==> config.mk <==
export PLATFORM = sky130hd
export DESIGN_NAME = double_ended_queue_top
export DESIGN_NICKNAME = d
export VERILOG_FILES = /design/src/rtl/dq_pkg.sv /design/src/rtl/dq_store.sv /design/src/rtl/dq_ptr.sv /design/src/rtl/double_ended_queue_top.sv
export SDC_FILE = /design/constraint.sdc
export NUM_CORES = 1
export LEC_CHECK = 0
export ABC_CLOCK_PERIOD_IN_PS = 5930
export BUFFER_PORTS_ARGS = -buffer_cell sky130_fd_sc_hd__buf_2
export CORE_ASPECT_RATIO = 0.8
export CORE_UTILIZATION = 46
export DETAILED_ROUTE_END_ITERATION = 16
export HOLD_SLACK_MARGIN = 0.12
export RECOVER_POWER = 25
export REMOVE_ABC_BUFFERS = 1
export SKIP_LAST_GASP = 1
export SLEW_MARGIN = 15
export SYNTH_ARGS = -nofsm -noshare
export SYNTH_HDL_FRONTEND = slang
export SYNTH_SLANG_ARGS = --single-unit
==> constraint.sdc <==
create_clock -name clk -period 5.93 [get_ports clk]
set_input_delay 0 -clock clk [delete_from_list [all_inputs] [get_ports clk]]
set_output_delay 0 -clock clk [all_outputs]
set_load 0.005 [all_outputs]
==> src/rtl/dq_pkg.sv <==
package dq_pkg;

    // operation codes carried on the input tuser
    typedef enum logic [1:0] {
        FUNC_PUSH_FRONT = 2'd0,
        FUNC_POP_FRONT  = 2'd1,
        FUNC_PUSH_BACK  = 2'd2,
        FUNC_POP_BACK   = 2'd3
    } func_t;

    // result status codes carried on the output tuser
    typedef enum logic [1:0] {
        STATUS_DONE  = 2'd0,
        STATUS_EMPTY = 2'd1,
        STATUS_FULL  = 2'd2
    } status_t;

    localparam int FUNC_BITS   = 2;
    localparam int STATUS_BITS = 2;

    // store access request from pointer logic to the word store
    typedef struct packed {
        logic wr_en;
        logic rd_en;
    } mem_ctl_t;

endpackage

==> src/rtl/dq_store.sv <==
module dq_store #(
    parameter int DEPTH     = 16,
    parameter int WORD_BITS = 32,
    parameter int IDX_W     = 4
) (
    input  logic                  clk,
    input  dq_pkg::mem_ctl_t      ctl,
    input  logic [IDX_W-1:0]      addr,
    input  logic [WORD_BITS-1:0]  wr_data,
    output logic [WORD_BITS-1:0]  rd_data
);

    logic [WORD_BITS-1:0] mem [DEPTH];
    logic [WORD_BITS-1:0] rd_data_reg;

    always_ff @(posedge clk)
    begin
        if (ctl.wr_en)
        begin
            mem[addr] <= wr_data;
        end
        if (ctl.rd_en)
        begin
            rd_data_reg <= mem[addr];
        end
    end

    assign rd_data = rd_data_reg;

endmodule

==> src/rtl/dq_ptr.sv <==
module dq_ptr #(
    parameter int DEPTH = 16,
    parameter int IDX_W = 4,
    parameter int CNT_W = 5
) (
    input  logic                 clk,
    input  logic                 rst_n,
    input  logic                 accept,
    input  dq_pkg::func_t        func,
    output dq_pkg::mem_ctl_t     ctl,
    output logic [IDX_W-1:0]     addr,
    output dq_pkg::status_t      status,
    output logic [CNT_W-1:0]     count_after
);

    localparam logic [IDX_W-1:0] LAST_IDX = IDX_W'(DEPTH - 1);
    localparam logic [CNT_W-1:0] FULL_CNT = CNT_W'(DEPTH);

    logic [IDX_W-1:0] front_reg, front_next;
    logic [IDX_W-1:0] back_reg,  back_next;
    logic [CNT_W-1:0] count_reg, count_next;
    logic             full, empty;

    function automatic logic [IDX_W-1:0] wrap_inc(input logic [IDX_W-1:0] i);
        wrap_inc = (i == LAST_IDX) ? '0 : i + 1'b1;
    endfunction

    function automatic logic [IDX_W-1:0] wrap_dec(input logic [IDX_W-1:0] i);
        wrap_dec = (i == '0) ? LAST_IDX : i - 1'b1;
    endfunction

    assign full  = (count_reg == FULL_CNT);
    assign empty = (count_reg == '0);

    always_comb
    begin
        front_next = front_reg;
        back_next  = back_reg;
        count_next = count_reg;
        ctl        = '0;
        addr       = front_reg;
        status     = dq_pkg::STATUS_DONE;
        case (func)
            dq_pkg::FUNC_PUSH_FRONT:
            begin
                if (full)
                begin
                    status = dq_pkg::STATUS_FULL;
                end
                else
                begin
                    front_next = wrap_dec(front_reg);
                    addr       = front_next;
                    ctl.wr_en  = accept;
                    count_next = count_reg + 1'b1;
                end
            end
            dq_pkg::FUNC_POP_FRONT:
            begin
                if (empty)
                begin
                    status = dq_pkg::STATUS_EMPTY;
                end
                else
                begin
                    addr       = front_reg;
                    ctl.rd_en  = accept;
                    front_next = wrap_inc(front_reg);
                    count_next = count_reg - 1'b1;
                end
            end
            dq_pkg::FUNC_PUSH_BACK:
            begin
                if (full)
                begin
                    status = dq_pkg::STATUS_FULL;
                end
                else
                begin
                    back_next  = wrap_inc(back_reg);
                    addr       = back_next;
                    ctl.wr_en  = accept;
                    count_next = count_reg + 1'b1;
                end
            end
            default:
            begin
                if (empty)
                begin
                    status = dq_pkg::STATUS_EMPTY;
                end
                else
                begin
                    addr       = back_reg;
                    ctl.rd_en  = accept;
                    back_next  = wrap_dec(back_reg);
                    count_next = count_reg - 1'b1;
                end
            end
        endcase
    end

    assign count_after = count_next;

    always_ff @(posedge clk or negedge rst_n)
    begin
        if (!rst_n)
        begin
            front_reg <= '0;
            back_reg  <= LAST_IDX;
            count_reg <= '0;
        end
        else if (accept)
        begin
            front_reg <= front_next;
            back_reg  <= back_next;
            count_reg <= count_next;
        end
    end

    // occupancy never goes past the store depth
    a_count_bound: assert property (@(posedge clk) disable iff (!rst_n)
        count_reg <= FULL_CNT)
        else $error("held count beyond depth");

    // a refused push only happens on a full queue and leaves pointers alone
    a_full_hold: assert property (@(posedge clk) disable iff (!rst_n)
        (accept && status == dq_pkg::STATUS_FULL) |=>
        (count_reg == FULL_CNT) && $stable(front_reg) && $stable(back_reg))
        else $error("refused push changed state");

    // an empty queue has the back pointer one slot before the front
    a_empty_ptrs: assert property (@(posedge clk) disable iff (!rst_n)
        empty |-> (back_reg == wrap_dec(front_reg)))
        else $error("pointers inconsistent while empty");

    // a store write and a store read never share one cycle
    a_one_access: assert property (@(posedge clk) disable iff (!rst_n)
        !(ctl.wr_en && ctl.rd_en))
        else $error("store read and write together");

endmodule

==> src/rtl/double_ended_queue_top.sv <==
// double-ended queue of signed words held in a circular store
//
// input channel s_*: one item per operation; s_tuser carries the operation
// (push front, pop front, push back, pop back), s_tdata the word to push
// (ignored by pops). output channel m_*: exactly one result item per input
// item, in order; m_tuser carries the status (done, empty on pop, full on
// push), m_tdata the popped word (zero unless a pop succeeded) and the
// occupancy after the operation.
//
// timing: the result is valid in the cycle after its item is accepted; a pop
// reads the word store at the accept edge and the registered read data is
// presented with the result. throughput: one item per cycle while m_tready
// stays high, set by the single store port that each item uses at most once.
//
// stall: while a result is held and m_tready is low, s_tready is low; the
// held result and its store read data stay stable until taken.
// reset: queue empty, front slot zero, back slot one before front, no
// result pending; store contents are not cleared, no clearing pass.
module double_ended_queue_top #(
    parameter int DEPTH     = 16,
    parameter int WORD_BITS = 32,
    localparam int CNT_W    = $clog2(DEPTH + 1),
    localparam int IN_W     = ((WORD_BITS + 7) / 8) * 8,
    localparam int OUT_W    = ((WORD_BITS + CNT_W + 7) / 8) * 8
) (
    input  logic                   clk,
    input  logic                   rst_n,
    input  logic                   s_tvalid,
    output logic                   s_tready,
    input  logic [IN_W-1:0]        s_tdata,   // value
    input  logic [1:0]             s_tuser,   // func
    output logic                   m_tvalid,
    input  logic                   m_tready,
    output logic [OUT_W-1:0]       m_tdata,   // popped_word, occupancy
    output logic [1:0]             m_tuser    // status
);

    localparam int IDX_W  = (DEPTH > 1) ? $clog2(DEPTH) : 1;

    logic                    accept;
    dq_pkg::func_t           func;
    dq_pkg::mem_ctl_t        ctl;
    logic [IDX_W-1:0]        addr;
    dq_pkg::status_t         status;
    logic [CNT_W-1:0]        count_after;
    logic [WORD_BITS-1:0]    rd_data;
    logic [WORD_BITS-1:0]    popped_word;

    // output register
    logic                    out_valid_reg;
    dq_pkg::status_t         status_reg;
    logic [CNT_W-1:0]        occ_reg;
    logic                    from_mem_reg;

    // accept whenever the output slot is free or drains this cycle
    assign s_tready = !out_valid_reg || m_tready;
    assign accept   = s_tvalid && s_tready;
    assign func     = dq_pkg::func_t'(s_tuser);

    dq_ptr #(
        .DEPTH (DEPTH),
        .IDX_W (IDX_W),
        .CNT_W (CNT_W)
    ) u_ptr (
        .clk         (clk),
        .rst_n       (rst_n),
        .accept      (accept),
        .func        (func),
        .ctl         (ctl),
        .addr        (addr),
        .status      (status),
        .count_after (count_after)
    );

    dq_store #(
        .DEPTH     (DEPTH),
        .WORD_BITS (WORD_BITS),
        .IDX_W     (IDX_W)
    ) u_store (
        .clk     (clk),
        .ctl     (ctl),
        .addr    (addr),
        .wr_data (s_tdata[WORD_BITS-1:0]),
        .rd_data (rd_data)
    );

    always_ff @(posedge clk or negedge rst_n)
    begin
        if (!rst_n)
        begin
            out_valid_reg <= 1'b0;
        end
        else if (accept)
        begin
            out_valid_reg <= 1'b1;
        end
        else if (m_tready)
        begin
            out_valid_reg <= 1'b0;
        end
    end

    // result payload, no reset needed
    always_ff @(posedge clk)
    begin
        if (accept)
        begin
            status_reg   <= status;
            occ_reg      <= count_after;
            from_mem_reg <= ctl.rd_en;
        end
    end

    // store read data is held until the next accepted pop
    assign popped_word = from_mem_reg ? rd_data : '0;

    assign m_tvalid = out_valid_reg;
    assign m_tuser  = status_reg;
    assign m_tdata  = OUT_W'({occ_reg, popped_word});

    // no new item while a result is stalled
    a_no_overrun: assert property (@(posedge clk) disable iff (!rst_n)
        (out_valid_reg && !m_tready) |-> !accept)
        else $error("item accepted over a stalled result");

    // every accepted item is followed by a pending result
    a_result_follows: assert property (@(posedge clk) disable iff (!rst_n)
        accept |=> out_valid_reg)
        else $error("accepted item produced no result");

    // a successful pop leaves room for at least one word
    a_pop_room: assert property (@(posedge clk) disable iff (!rst_n)
        (out_valid_reg && from_mem_reg) |->
        (status_reg == dq_pkg::STATUS_DONE && occ_reg < CNT_W'(DEPTH)))
        else $error("pop result inconsistent");

endmodule
==> impl_metrics.py <==
metrics = {
    "yosys": {
        "synth_edf_count": 552,
        "synth_area_per_cell_um2": 15.8,
        "synthMostInstantiatedCell": "sky130_fd_sc_hd__edfxtp_1",
        "syn_inst": 1424,
        "synth.mux.area_fraction_pct": 6.27,
        "synth.top_cells.by_count": "sky130_fd_sc_hd__edfxtp_1, sky130_fd_sc_hd__nand2_1, sky130_fd_sc_hd__a21oi_1, sky130_fd_sc_hd__mux2i_1, sky130_fd_sc_hd__a221oi_1",
        "synth.top_cells.by_area": "sky130_fd_sc_hd__edfxtp_1, sky130_fd_sc_hd__mux2i_1, sky130_fd_sc_hd__a221oi_1",
        "synth_ff_type": "sky130_fd_sc_hd__edfxtp_1",
        "ys_ff_latch": 566,
        "share_of_async_settable_or_async_resettable_flops_after_synthesis_pct": 2.47,
        "synth_sequential_area_ratio_pct": 75.3,
        "synthesis.yosys.warnings": 0,
        "synth_xor_xnor_area_share_pct": 0.350,
        "synth_compound_area_share_pct": 9.38,
        "adder_cell_share_of_the_synthesized_area_pct": 0.389,
        "synth_top_area_cell": "sky130_fd_sc_hd__edfxtp_1",
        "netlist.area_leader.share_pct": 73.7,
        "distinct_cell_type_count_after_synthesis": 53,
        "synthesis.area_um2": 22500,
        "synthSimpleGateAreaFrac_pct": 5.87,
        "synth_top_family_by_area": "compound AO/OA/AOI/OAI gates",
    },
    "grt": {
        "antenna_found_initial": 2,
        "grt_first_pass_wirelength_mm": 78.4,
        "grt.total_usage_pct": 21.0,
        "grt_start_max_net_pins": 169,
        "globalRoute.totalOverflow": 0,
        "vias_in_the_first_global_route": 12400,
    },
    "worst_setup_path": {
        "reg2regPathDepth": 9,
        "critical_path.reg2reg.endpoint": "u_store.mem[3][7]",
        "worstPathArrival_ns": 4.66,
        "cp_endpoint_kind": "flip-flop",
        "crit_path_start_kind": "flip-flop",
        "critical_path.reg2reg.startpoint": "u_ptr.count_reg[0]",
        "critical_path_class": "flip-flop to flip-flop",
        "path_max_fanout": 27,
        "reg2reg_slack_ns": 1.55,
        "required_ns": 6.22,
    },
    "routing": {
        "post_drt_via_cell_ratio": 5.77,
        "dr.first_iter.drc_count": 1126,
        "routed_wire_length_per_instance_um": 23.6,
        "num_vias": 12700,
        "overall_routed_net_length_mm": 51.9,
        "drtPass1Iterations": 5,
        "post-route-drc-count": 0,
        "ant_nets": 0,
    },
    "sta": {
        "final_hold_violation_count": 0,
        "timing_max_transition_violations_final": 0,
        "slew_limit_headroom_pct": 31.2,
        "final_setup_skew_ns": 0.0105,
        "layout_worst_path_cycle_share_pct": 73.8,
        "period_minus_slack_ns": 4.38,
        "max_freq_mhz": 229,
        "unrepaired_setup_endpoints_after_global_routing": "false",
        "tightest_slew_ns": 1.03,
        "setup_viol": 0,
    },
    "clock_network": {
        "clock_sink_count": 566,
        "cts.root.buffer_cell": "sky130_fd_sc_hd__clkbuf_16",
        "clk_path_buf_depth": 3,
        "cts_buffers": 54,
        "cts_hold_buf": 39,
        "h-tree-depth": 2,
        "worst_setup_hold_path_clk_slew_ns": 0.06,
        "cts_post_setup_buffers_inserted": 0,
        "clock_insertion_delay_worst_skew_ns": 0.60,
        "tritoncts": "built",
        "post_cts_resize_count": 0,
    },
    "floorplan": {
        "fp-row-count": 72,
        "die_height_um": 200,
        "start_util_pct": 46.6,
        "top_level_ports": 82,
        "std_cell_core_area_um2": 48300,
        "die_area_um2": 49800,
        "die-width_um": 249,
    },
    "placement": {
        "dpl.hpwl_mm": 28.6,
        "gp_congestion": 0.813,
        "placement.io_buffers": 78,
        "postPlaceCellArea_um2": 23700,
    },
    "finish": {
        "post_route_cells_drive_above_1_share_pct": 12.7,
        "multi_input_area_um2": 5180,
        "largest_register_ffs": 512,
        "num-nets-final": 1574,
        "filler_cell_count": 3917,
        "layout.area.seq_um2": 16900,
        "post-route-cell-area_um2": 25800,
        "post-route-util_pct": 53.4,
        "syn2layout_area_growth_pct": 14.6,
    },
    "worst_hold_path": {
        "hold_class": "primary input to flip-flop",
        "worst_hold_path.endpoint": "u_store.mem[10][6]",
        "min_from": "s_tdata[6]",
        "worst_hold_path.num_cells": 2,
    },
    "power": {
        "leakage_uw": 0.00878,
        "ir_worst_vdd_uv": 463,
        "power-per-cell-area_nw_per_um2": 440,
    },
    "status": {
        "outcome": "finished clean",
    },
    "job": {
        "maxCapViolCount": 0,
    },
}
[how the worst max path moves through the flow]
stage                                   from                   to  slack [ns]
after CTS                 u_ptr.count_reg[0]  u_store.mem[11][24]        1.59
after detailed placement  u_ptr.count_reg[0]    u_store.mem[3][7]        1.58
after floorplan           u_ptr.count_reg[0]    u_store.mem[0][0]       -4.54
final                     u_ptr.count_reg[0]    u_store.mem[3][7]        1.55
after global routing      u_ptr.count_reg[0]  u_store.mem[11][24]        1.27
after global placement    u_ptr.count_reg[0]    u_store.mem[3][7]        1.66
[cell type report]
type,instances,share of cell area (%)
diodes,1,0.00971
clock buffers,65,5.40
clock inverters,33,1.43
inverters,11,0.160
multi-input cells,745,20.1
flip-flops and latches,566,65.7
well taps,629,3.05
repair buffers,151,4.20
[worst max-delay path: stages, from the launching register on]
cell and delay [ns]:
sky130_fd_sc_hd__dfrtp_1 0.40, sky130_fd_sc_hd__inv_1 0.18, sky130_fd_sc_hd__ha_1 0.26, sky130_fd_sc_hd__nand4bb_1 0.46, sky130_fd_sc_hd__o21ai_0 0.32, sky130_fd_sc_hd__a31oi_1 0.08
sky130_fd_sc_hd__o22ai_1 0.29, sky130_fd_sc_hd__nand2_2 0.60, sky130_fd_sc_hd__nor2_4 1.04, sky130_fd_sc_hd__buf_4 0.40
[cells by family after synthesis]
logic type                 after synthesis
AOI/OAI and AO/OA                      309
xor gates and xnor gates                 9
adders and majority gates                7
buffers and inverters                  115
DFF                                    566
muxes                                  140
other                                    1
and+or+nand+nor                        277
[layout by cell type (no fill, tap or decap), types with 10 or more instances in the layout]
cell                            count
sky130_fd_sc_hd__dfrtp_1           10
sky130_fd_sc_hd__dlygate4sd3_1     39
sky130_fd_sc_hd__nor2_4            17
sky130_fd_sc_hd__edfxtp_1         552
sky130_fd_sc_hd__buf_2             56
sky130_fd_sc_hd__o21ai_0           14
sky130_fd_sc_hd__clkbuf_16         54
sky130_fd_sc_hd__buf_4             28
sky130_fd_sc_hd__mux2i_1          133
sky130_fd_sc_hd__nand2_1          152
sky130_fd_sc_hd__clkinv_1          17
sky130_fd_sc_hd__nor2_1            14
sky130_fd_sc_hd__and2_1            32
sky130_fd_sc_hd__clkbuf_1          33
sky130_fd_sc_hd__a21oi_1          138
sky130_fd_sc_hd__or4_1             32
sky130_fd_sc_hd__inv_1             10
sky130_fd_sc_hd__a221oi_1         126
[report_power, final]
| part | internal [µW] | switching [µW] | total, µW |
|---|---|---|---|
| combinational | 1070 | 1960 | 3030 |
| clock | 2020 | 1440 | 3460 |
| sequential | 4720 | 141 | 4860 |
| total | 7800 | 3540 | 11300 |
[routing by layer]
layer,up-vias,wire (µm),GRT usage [%]
li1,5846,-,-
met1,6405,23900,31.0
met2,392,24000,32.9
met3,63,3090,2.97
met4,0,897,5.72
met5,-,0,0
[stage by stage]
step                      TNS (ns)  hold slack (ns)  instances  setup WS (ns)  power (µW)
after floorplan           -1719.31           -0.296       1322          -4.54        7350
after global placement           0          -0.0802       2063           1.66        7930
after detailed placement         0          -0.0756       2063           1.58        7960
after CTS                        0            0.293       2200           1.59       11400
after global routing             0            0.368       2201           1.27       11900
final                            0            0.344       2201           1.55       11300
(Power assumes the default switching activity.)
